--- src/hw/rtl/humidity_temp_frame_checker_core_macros.svh ---
// Assertion macros for the frame checker RTL, included by htfc_convert.
`ifndef HUMIDITY_TEMP_FRAME_CHECKER_CORE_MACROS_SVH
`define HUMIDITY_TEMP_FRAME_CHECKER_CORE_MACROS_SVH

`ifndef ASSERT_OFF

// Same-cycle implication, disabled during reset.
`define HTFC_ASSERT_IMPLY(label, clk, rst, ante, cons) \
  label: assert property (@(posedge clk) disable iff (rst) (ante) |-> (cons)) \
    else $error("frame checker assertion failed");

// Next-cycle implication, disabled during reset.
`define HTFC_ASSERT_NEXT(label, clk, rst, ante, cons) \
  label: assert property (@(posedge clk) disable iff (rst) (ante) |=> (cons)) \
    else $error("frame checker assertion failed");

`else

`define HTFC_ASSERT_IMPLY(label, clk, rst, ante, cons)
`define HTFC_ASSERT_NEXT(label, clk, rst, ante, cons)

`endif

`endif

--- src/hw/rtl/htfc_pkg.sv ---
// Shared types, constants and functions for the frame checker.
`timescale 1ns / 1ps

package htfc_pkg;

  // CRC-8 generator polynomial, no reflection, no final xor
  localparam logic [7:0] CRC_POLY = 8'h31;

  // Conversion scale factors and offset
  localparam logic [16:0] HUM_SCALE   = 17'd100000;
  localparam logic [17:0] TEMP_SCALE  = 18'd165000;
  localparam logic [17:0] TEMP_OFFSET = 18'd40000;
  localparam logic [16:0] DIV_BASE    = 17'd65535;
  localparam logic [16:0] HUM_MAX     = 17'd100000;
  localparam logic [17:0] TEMP_Q_MAX  = 18'd165000;
  localparam logic signed [17:0] TEMP_MIN = -18'sd40000;

  // Result status codes
  typedef enum logic [1:0] {
    ST_OK       = 2'd0,
    ST_BUS_FAIL = 2'd1,
    ST_TEMP_BAD = 2'd2,
    ST_HUM_BAD  = 2'd3
  } status_t;

  // Position of the next byte within a reply
  typedef enum logic [2:0] {
    POS_T_HI  = 3'd0,
    POS_T_LO  = 3'd1,
    POS_T_CHK = 3'd2,
    POS_H_HI  = 3'd3,
    POS_H_LO  = 3'd4,
    POS_H_CHK = 3'd5
  } pos_t;

  // Finished frame handed to the converter
  typedef struct packed {
    status_t     status;
    logic [15:0] rh_raw;
    logic [15:0] t_raw;
  } frame_result_t;

  // Shift one byte through the CRC, MSB first
  function automatic logic [7:0] crc8_add(input logic [7:0] crc, input logic [7:0] b);
    logic [7:0] c;
    c = crc ^ b;
    for (int i = 0; i < 8; i++) begin
      if (c[7]) begin
        c = {c[6:0], 1'b0} ^ CRC_POLY;
      end else begin
        c = {c[6:0], 1'b0};
      end
    end
    return c;
  endfunction

  // floor(x / 65535): fold the high half back twice, then one compare
  function automatic logic [17:0] div_by_65535(input logic [33:0] x);
    logic [17:0] a;
    logic [15:0] b;
    logic [18:0] s;
    logic [2:0]  c;
    logic [16:0] e;
    logic [18:0] q;
    a = x[33:16];
    b = x[15:0];
    s = 19'(a) + 19'(b);
    c = s[18:16];
    e = 17'(s[15:0]) + 17'(c);
    q = 19'(a) + 19'(c) + 19'(e >= DIV_BASE);
    return q[17:0];
  endfunction

endpackage

--- src/hw/rtl/humidity_temp_frame_checker_core.sv ---
// Top level of the temperature and humidity sensor frame checker.
`timescale 1ns / 1ps

// Takes one reply byte per request, one request per cycle unless frame_stall
// is high: temperature high, low and CRC-8 (poly 0x31, init 0), then humidity
// high, low and CRC-8. The sixth byte, or a request with bus_failed set,
// yields one result with a status and the converted humidity (milli-percent)
// and temperature (milli-degrees C); rejected raw values count as zero, and
// humidity is kept only when the temperature check passed. A start mark
// restarts the frame. Byte tracking updates in the cycle a request is taken,
// so bytes flow at one per cycle unless stalled; the result of a closing byte
// passes the four-stage conversion pipeline (capture, multiply, divide by
// 65535, offset/output register). Up to four results can wait behind a stalled
// result port; frame_stall rises only when all four stages are full and held.

module humidity_temp_frame_checker_core
  import htfc_pkg::*;
(
  input  logic               clk,
  input  logic               rst,
  input  logic               frame_valid,
  output logic               frame_stall,
  input  logic [7:0]         frame_byte,
  input  logic               frame_start,
  input  logic               bus_failed,
  output logic               result_valid,
  input  logic               result_stall,
  output logic [1:0]         status,
  output logic [16:0]        humidity_milli_percent,
  output logic signed [17:0] temperature_milli_c
);

  logic          accept;
  logic          emit_valid;
  logic          s1_ready;
  frame_result_t emit;

  // Take a byte request whenever the first conversion stage can move
  assign frame_stall = !s1_ready;
  assign accept      = frame_valid && s1_ready;

  htfc_frame u_frame (
    .clk         (clk),
    .rst         (rst),
    .accept      (accept),
    .frame_byte  (frame_byte),
    .frame_start (frame_start),
    .bus_failed  (bus_failed),
    .emit_valid  (emit_valid),
    .emit        (emit)
  );

  htfc_convert u_convert (
    .clk                    (clk),
    .rst                    (rst),
    .emit_valid             (emit_valid),
    .emit                   (emit),
    .s1_ready               (s1_ready),
    .result_valid           (result_valid),
    .result_stall           (result_stall),
    .status                 (status),
    .humidity_milli_percent (humidity_milli_percent),
    .temperature_milli_c    (temperature_milli_c)
  );

endmodule

--- src/hw/rtl/htfc_frame.sv ---
// Byte tracker: CRC checks per data pair and frame result generation.
`timescale 1ns / 1ps

module htfc_frame
  import htfc_pkg::*;
(
  input  logic          clk,
  input  logic          rst,
  input  logic          accept,
  input  logic [7:0]    frame_byte,
  input  logic          frame_start,
  input  logic          bus_failed,
  output logic          emit_valid,
  output frame_result_t emit
);

  pos_t        position, position_next, pos_eff;
  logic [7:0]  running_check, running_check_next;
  logic [7:0]  upper_byte, upper_byte_next;
  logic [15:0] t_raw_held, t_raw_held_next;
  logic [15:0] h_raw_held, h_raw_held_next;
  logic        t_accepted, t_accepted_next;

  // Start mark forces byte zero
  assign pos_eff = frame_start ? POS_T_HI : position;

  // Next position
  always_comb begin
    position_next = position;
    if (accept) begin
      if (bus_failed) begin
        position_next = POS_T_HI;
      end else begin
        case (pos_eff)
          POS_T_LO:  position_next = POS_T_CHK;
          POS_T_CHK: position_next = POS_H_HI;
          POS_H_HI:  position_next = POS_H_LO;
          POS_H_LO:  position_next = POS_H_CHK;
          POS_H_CHK: position_next = POS_T_HI;
          default:   position_next = POS_T_LO;
        endcase
      end
    end
  end

  // Check, data capture and result request
  always_comb begin
    running_check_next = running_check;
    upper_byte_next    = upper_byte;
    t_raw_held_next    = t_raw_held;
    h_raw_held_next    = h_raw_held;
    t_accepted_next    = t_accepted;
    emit_valid         = 1'b0;
    emit.status        = ST_OK;
    emit.rh_raw        = '0;
    emit.t_raw         = '0;
    if (accept) begin
      if (bus_failed) begin
        t_accepted_next = 1'b0;
        emit_valid      = 1'b1;
        emit.status     = ST_BUS_FAIL;
      end else begin
        case (pos_eff)
          POS_T_LO: begin
            running_check_next = crc8_add(running_check, frame_byte);
            t_raw_held_next    = {upper_byte, frame_byte};
          end
          POS_T_CHK: begin
            t_accepted_next    = (running_check == frame_byte);
            running_check_next = '0;
          end
          POS_H_HI: begin
            upper_byte_next    = frame_byte;
            running_check_next = crc8_add(8'h00, frame_byte);
          end
          POS_H_LO: begin
            running_check_next = crc8_add(running_check, frame_byte);
            h_raw_held_next    = {upper_byte, frame_byte};
          end
          POS_H_CHK: begin
            emit_valid = 1'b1;
            if (!t_accepted) begin
              emit.status = ST_TEMP_BAD;
            end else if (running_check != frame_byte) begin
              emit.status = ST_HUM_BAD;
              emit.t_raw  = t_raw_held;
            end else begin
              emit.status = ST_OK;
              emit.rh_raw = h_raw_held;
              emit.t_raw  = t_raw_held;
            end
            t_accepted_next    = 1'b0;
            running_check_next = '0;
          end
          default: begin
            upper_byte_next    = frame_byte;
            running_check_next = crc8_add(8'h00, frame_byte);
            t_accepted_next    = 1'b0;
          end
        endcase
      end
    end
  end

  // Hold frame state
  always_ff @(posedge clk) begin
    if (rst) begin
      position      <= POS_T_HI;
      running_check <= '0;
      upper_byte    <= '0;
      t_raw_held    <= '0;
      h_raw_held    <= '0;
      t_accepted    <= 1'b0;
    end else begin
      position      <= position_next;
      running_check <= running_check_next;
      upper_byte    <= upper_byte_next;
      t_raw_held    <= t_raw_held_next;
      h_raw_held    <= h_raw_held_next;
      t_accepted    <= t_accepted_next;
    end
  end

endmodule

--- src/hw/rtl/htfc_convert.sv ---
// Conversion pipeline: scale multiply, divide by 65535, offset, result register.
`timescale 1ns / 1ps
`include "humidity_temp_frame_checker_core_macros.svh"

module htfc_convert
  import htfc_pkg::*;
(
  input  logic                clk,
  input  logic                rst,
  input  logic                emit_valid,
  input  frame_result_t       emit,
  output logic                s1_ready,
  output logic                result_valid,
  input  logic                result_stall,
  output logic [1:0]          status,
  output logic [16:0]         humidity_milli_percent,
  output logic signed [17:0]  temperature_milli_c
);

  logic        v1, v2, v3;
  status_t     st1, st2, st3, st_out;
  logic [15:0] rh1, t1;
  logic [32:0] ph;
  logic [33:0] pt;
  logic [16:0] qh;
  logic [17:0] qt;
  logic        out_ready, s3_ready, s2_ready;

  // Stage ready chain; a stage takes a new request when empty or draining
  assign out_ready = !result_valid || !result_stall;
  assign s3_ready  = !v3 || out_ready;
  assign s2_ready  = !v2 || s3_ready;
  assign s1_ready  = !v1 || s2_ready;

  // Advance valid bits
  always_ff @(posedge clk) begin
    if (rst) begin
      v1           <= 1'b0;
      v2           <= 1'b0;
      v3           <= 1'b0;
      result_valid <= 1'b0;
    end else begin
      if (s1_ready) begin
        v1 <= emit_valid;
      end
      if (s2_ready) begin
        v2 <= v1;
      end
      if (s3_ready) begin
        v3 <= v2;
      end
      if (out_ready) begin
        result_valid <= v3;
      end
    end
  end

  // Capture raw values, multiply, divide, offset
  always_ff @(posedge clk) begin
    if (s1_ready && emit_valid) begin
      st1 <= emit.status;
      rh1 <= emit.rh_raw;
      t1  <= emit.t_raw;
    end
    if (s2_ready && v1) begin
      st2 <= st1;
      ph  <= 33'(HUM_SCALE) * 33'(rh1);
      pt  <= 34'(TEMP_SCALE) * 34'(t1);
    end
    if (s3_ready && v2) begin
      st3 <= st2;
      qh  <= 17'(div_by_65535({1'b0, ph}));
      qt  <= div_by_65535(pt);
    end
    if (out_ready && v3) begin
      st_out                 <= st3;
      humidity_milli_percent <= qh;
      temperature_milli_c    <= $signed(qt - TEMP_OFFSET);
    end
  end

  assign status = st_out;

  // Full pipeline is the only cause of back-pressure on frame bytes
  `HTFC_ASSERT_IMPLY(a_stall_only_full, clk, rst, !s1_ready, v1 && v2 && v3 && result_valid)
  // Failed transfer carries zero raw values into the products
  `HTFC_ASSERT_IMPLY(a_fail_zero_prod, clk, rst, v2 && (st2 == ST_BUS_FAIL), (ph == '0) && (pt == '0))
  // Quotients stay within the scale
  `HTFC_ASSERT_IMPLY(a_quot_range, clk, rst, v3, (qh <= HUM_MAX) && (qt <= TEMP_Q_MAX))
  // Failed transfer reports the bottom of the temperature range
  `HTFC_ASSERT_IMPLY(a_fail_temp, clk, rst, result_valid && (st_out == ST_BUS_FAIL), temperature_milli_c == TEMP_MIN)

endmodule

--- config.mk ---
export PLATFORM = sky130hd
export DESIGN_NAME = humidity_temp_frame_checker_core
export DESIGN_NICKNAME = d
export VERILOG_FILES = /design/src/hw/rtl/htfc_pkg.sv /design/src/hw/rtl/humidity_temp_frame_checker_core.sv /design/src/hw/rtl/htfc_frame.sv /design/src/hw/rtl/htfc_convert.sv
export VERILOG_INCLUDE_DIRS = /design/src /design/src/hw/rtl
export SDC_FILE = /design/constraint.sdc
export NUM_CORES = 1
export LEC_CHECK = 0
export ABC_CLOCK_PERIOD_IN_PS = 11400
export BUFFER_PORTS_ARGS = -buffer_cell sky130_fd_sc_hd__buf_2
export CAP_MARGIN = 5
export CELL_PAD_IN_SITES_DETAIL_PLACEMENT = 1
export CELL_PAD_IN_SITES_GLOBAL_PLACEMENT = 1
export CORE_MARGIN = 10
export CORE_UTILIZATION = 40
export CTS_BUF_LIST = sky130_fd_sc_hd__clkbuf_8
export DETAILED_ROUTE_END_ITERATION = 16
export PLACE_DENSITY = 0.64
export SLEW_MARGIN = 20
export SYNTH_ARGS = -nofsm -noshare
export SYNTH_HDL_FRONTEND = slang
export SYNTH_SLANG_ARGS = --single-unit
--- constraint.sdc ---
create_clock -name clk -period 11.4 [get_ports clk]
set_clock_uncertainty 0.2 [all_clocks]
set_input_delay 0.57 -clock clk [delete_from_list [all_inputs] [get_ports clk]]
set_output_delay 0.57 -clock clk [all_outputs]
set_load 0.005 [all_outputs]
==> results.toml <==
[yosys]
yosysTopAreaCell = "edfxtp_1"
async_reset_ff_share_pct = 0
synthCells = 1536
synth_fa_ha_area_share_pct = 29.7
synth_compound_area_share_pct = 8.07
yosysMostFrequentCell = "ha_1"
synth_area_sq_um = 16500
synthFlopType = "edfxtp_1"
synth-simple-area-share_pct = 10.7
syn_avg_cell_area_sq_um = 10.7
synth_edf_count = 169
synth_seq_area_share_pct = 37.5
synth_area_leaders = "edfxtp_1 31%, ha_1 20%, fa_1 9.5%, dfxtp_1 6.8%, inv_1 4.8%"
yosysUniqueCellTypes = 65
synth_commonest_cells = "267 x ha_1, 211 x inv_1, 169 x edfxtp_1, 104 x nand2_1, 92 x a21oi_1"
synthMuxAreaShare_pct = 0.735
synth_xor_area_share_pct = 7.54
synth_top_family_by_area = "adder cells"
synth_top_cell_area_share_pct = 30.7
yosys_warnings = 0
syn-num-nets = 1895
ys_ff_latch = 225

[sta]
timing.final.crit_share_pct = 60.7
tightest_slew_ns = 0.995
fin_crit_ns = 6.92
whs_ns = 0.105
max-slew-margin-rel_pct = 33.3
setup_tns_ns = 0
fmax_mhz = 144
hold_violations = 0
rsz0062_at_grt = "no"
finalMaxSlewViolations = 0
setup_viol = 0

[cells_and_area]
n_antenna_cell = 0
final_area_sq_um = 18200
syn2layout_area_growth_pct = 10.4
finalNetCount = 1961
drive_gt1_share_pct = 8.53

[floorplan]
dieArea_sq_um = 49800
row_count = 74
die_w_microns = 223
fp.dieH_microns = 223
core_sq_um = 40800
pin_count = 53
initial_core_util_pct = 40.4

[placement]
dp_hpwl_mm = 28.9
placement.io_buffers = 52
postPlaceCellArea_sq_um = 17300
gp_congestion = 0.825

[setup_path]
cp_max_fo = 5
arrival_ns = 7.05
cp.buffers_inverters = 1
cp_slowest_cell = "fa_1"
crit_path_start_kind = "flip-flop"
cp.required_ns = 11.53
path_delay_family = "compound AO/OA/AOI/OAI gates"
cpPeakStageDelay_ns = 0.52
end_kind = "flip-flop"
critPathKind = "flip-flop to flip-flop"

[power_and_ir_drop]
leakagePower_nw = 8.21
power_density_nw_per_um2 = 143
ir_worst_vdd_uv = 69.0
total_power_w = 0.00261

[min_path]
hp-class = "primary input to flip-flop"

[global_routing]
grt.total_usage_pct = 14.8
grt_pass1_wl_mm = 60.7
antenna_found_initial = 0
grt_overflow_total = 0
grt_max_degree = 62
grt_pass1_vias = 11900

[routing]
routedWlPerCell_microns = 16.8
ant_nets = 0
wl_mm = 36.2
num_vias = 10800
drc = 0
drt-initial-drc-count = 416
drtPass1Iterations = 4
vias_per_cell = 4.99

[clocking]
cts-buffers-inserted = 41
tritoncts = "done"
cts_setup_buffers = 0
ctsHoldBuffers = 0
clockBufferDepth = 3
h-tree-depth = 2
cts_resized = 0
clkLatencyLatePin_ns = 0.58
clk_pin_slew_ns = 0.06
clockRootBuffer = "clkbuf_8"
cts.sinks = 225

[status]
outcome = "finished clean"

[flow_run]
drv_cap = 0
metal layers:
layer,routed length (microns),share of wire [%],vias to the layer above,track usage [%]
met4,573,1.6,0,4.36
met3,1260,3.5,38,2.52
li1,-,-,5442,-
met5,0,0,-,0
met1,17000,47,5182,18.9
met2,17400,48,127,25.3
state kept, by name, summed over array words and instances (netlist names), 2 cells and up:
register / count
u_convert.humidity_milli_percent: 17
u_convert.ph: 28
u_convert.pt: 31
u_convert.qh: 17
u_convert.qt: 18
u_convert.rh1: 16
u_convert.st1: 2
u_convert.st2: 2
u_convert.st3: 2
u_convert.status: 2
u_convert.t1: 16
u_convert.temperature_milli_c: 18
u_frame.h_raw_held: 16
u_frame.position: 3
u_frame.running_check: 8
u_frame.t_raw_held: 16
u_frame.upper_byte: 8
per-stage QoR:
stage | util (%) | instances | worst slack [ns]
floorplan | - | 1536 | 5.38
global placement | 42.4 | 2089 | 4.78
detailed placement | 42.4 | 2089 | 4.58
CTS | 44.5 | 2160 | 4.53
global route | 44.6 | 2162 | 3.93
finish | 44.6 | 2162 | 4.48
layout by cell type, fill, tap and decap left out, types with 4 or more instances in the layout:
master / netlist / final
a211oi_1: 9 / 9
a21o_1: 15 / 15
a21oi_1: 92 / 92
a31oi_1: 4 / 4
and2_1: 21 / 21
and3_1: 31 / 31
buf_2: 3 / 52
clkbuf_8: 0 / 48
clkinv_1: 0 / 5
clkinv_2: 0 / 6
dfxtp_1: 56 / 56
edfxtp_1: 169 / 169
fa_1: 78 / 78
ha_1: 267 / 267
inv_1: 211 / 218
mux2i_1: 11 / 11
nand2_1: 104 / 104
nand2b_1: 7 / 7
nand3_1: 33 / 33
nand4_1: 14 / 14
nor2_1: 75 / 74
nor2b_1: 13 / 12
nor3_1: 23 / 23
nor3b_1: 5 / 5
nor4_1: 8 / 8
o211ai_1: 4 / 4
o21a_1: 9 / 9
o21ai_0: 36 / 36
o21bai_1: 6 / 6
o31ai_1: 6 / 6
or3_1: 5 / 5
xnor2_1: 84 / 84
xor2_1: 50 / 50
cell families (layout without fill, tap and decap cells):
group / Yosys count / after routing
XOR/XNOR: 137 / 137
flip-flops: 225 / 225
multiplexers: 12 / 12
AND/OR/NAND/NOR: 358 / 358
adder cells (fa/ha/maj): 345 / 345
AO/OA/AOI/OAI: 214 / 214
buffers and inverters: 245 / 339
worst reg2reg max path: cells and delay by family, from the launching register on:
kind	cells	cell delay, ns
compound gates	9	2.06
fa+ha+maj	5	1.99
simple gates	9	1.74
flops	1	0.44
xor+xnor	1	0.15
buf+inv	1	0.06
where the power goes:
part	internal, W	switching (W)	leakage [nW]
Clock	0.000452	0.000340	0.467
Combinational	0.000346	0.000482	5.73
Sequential	0.000953	0.0000378	2.01
Total	0.00175	0.000860	8.21
worst paths after layout:
check / start / end / slack (ns) / depth (start not counted)
setup reg to reg: u_convert.ph[21] / u_convert.qh[16] / 4.48 / 25
hold / removal: frame_valid / u_convert.v1 / 0.11 / 3
hold reg to reg: u_convert.qh[10] / u_convert.humidity_milli_percent[10] / 0.21 / 0
setup / recovery: u_convert.ph[21] / u_convert.qh[16] / 4.48 / 25
layout make-up:
class / count / area, sq um
clock buffer: 48 / 661
clock inverter: 23 / 185
fill: 4447 / 22600
inverter: 211 / 792
multi-input combinational: 1066 / 9400
sequential: 225 / 6200
tap: 532 / 666
timing repair buffer: 57 / 323
Power figures use the tool's default switching activity.
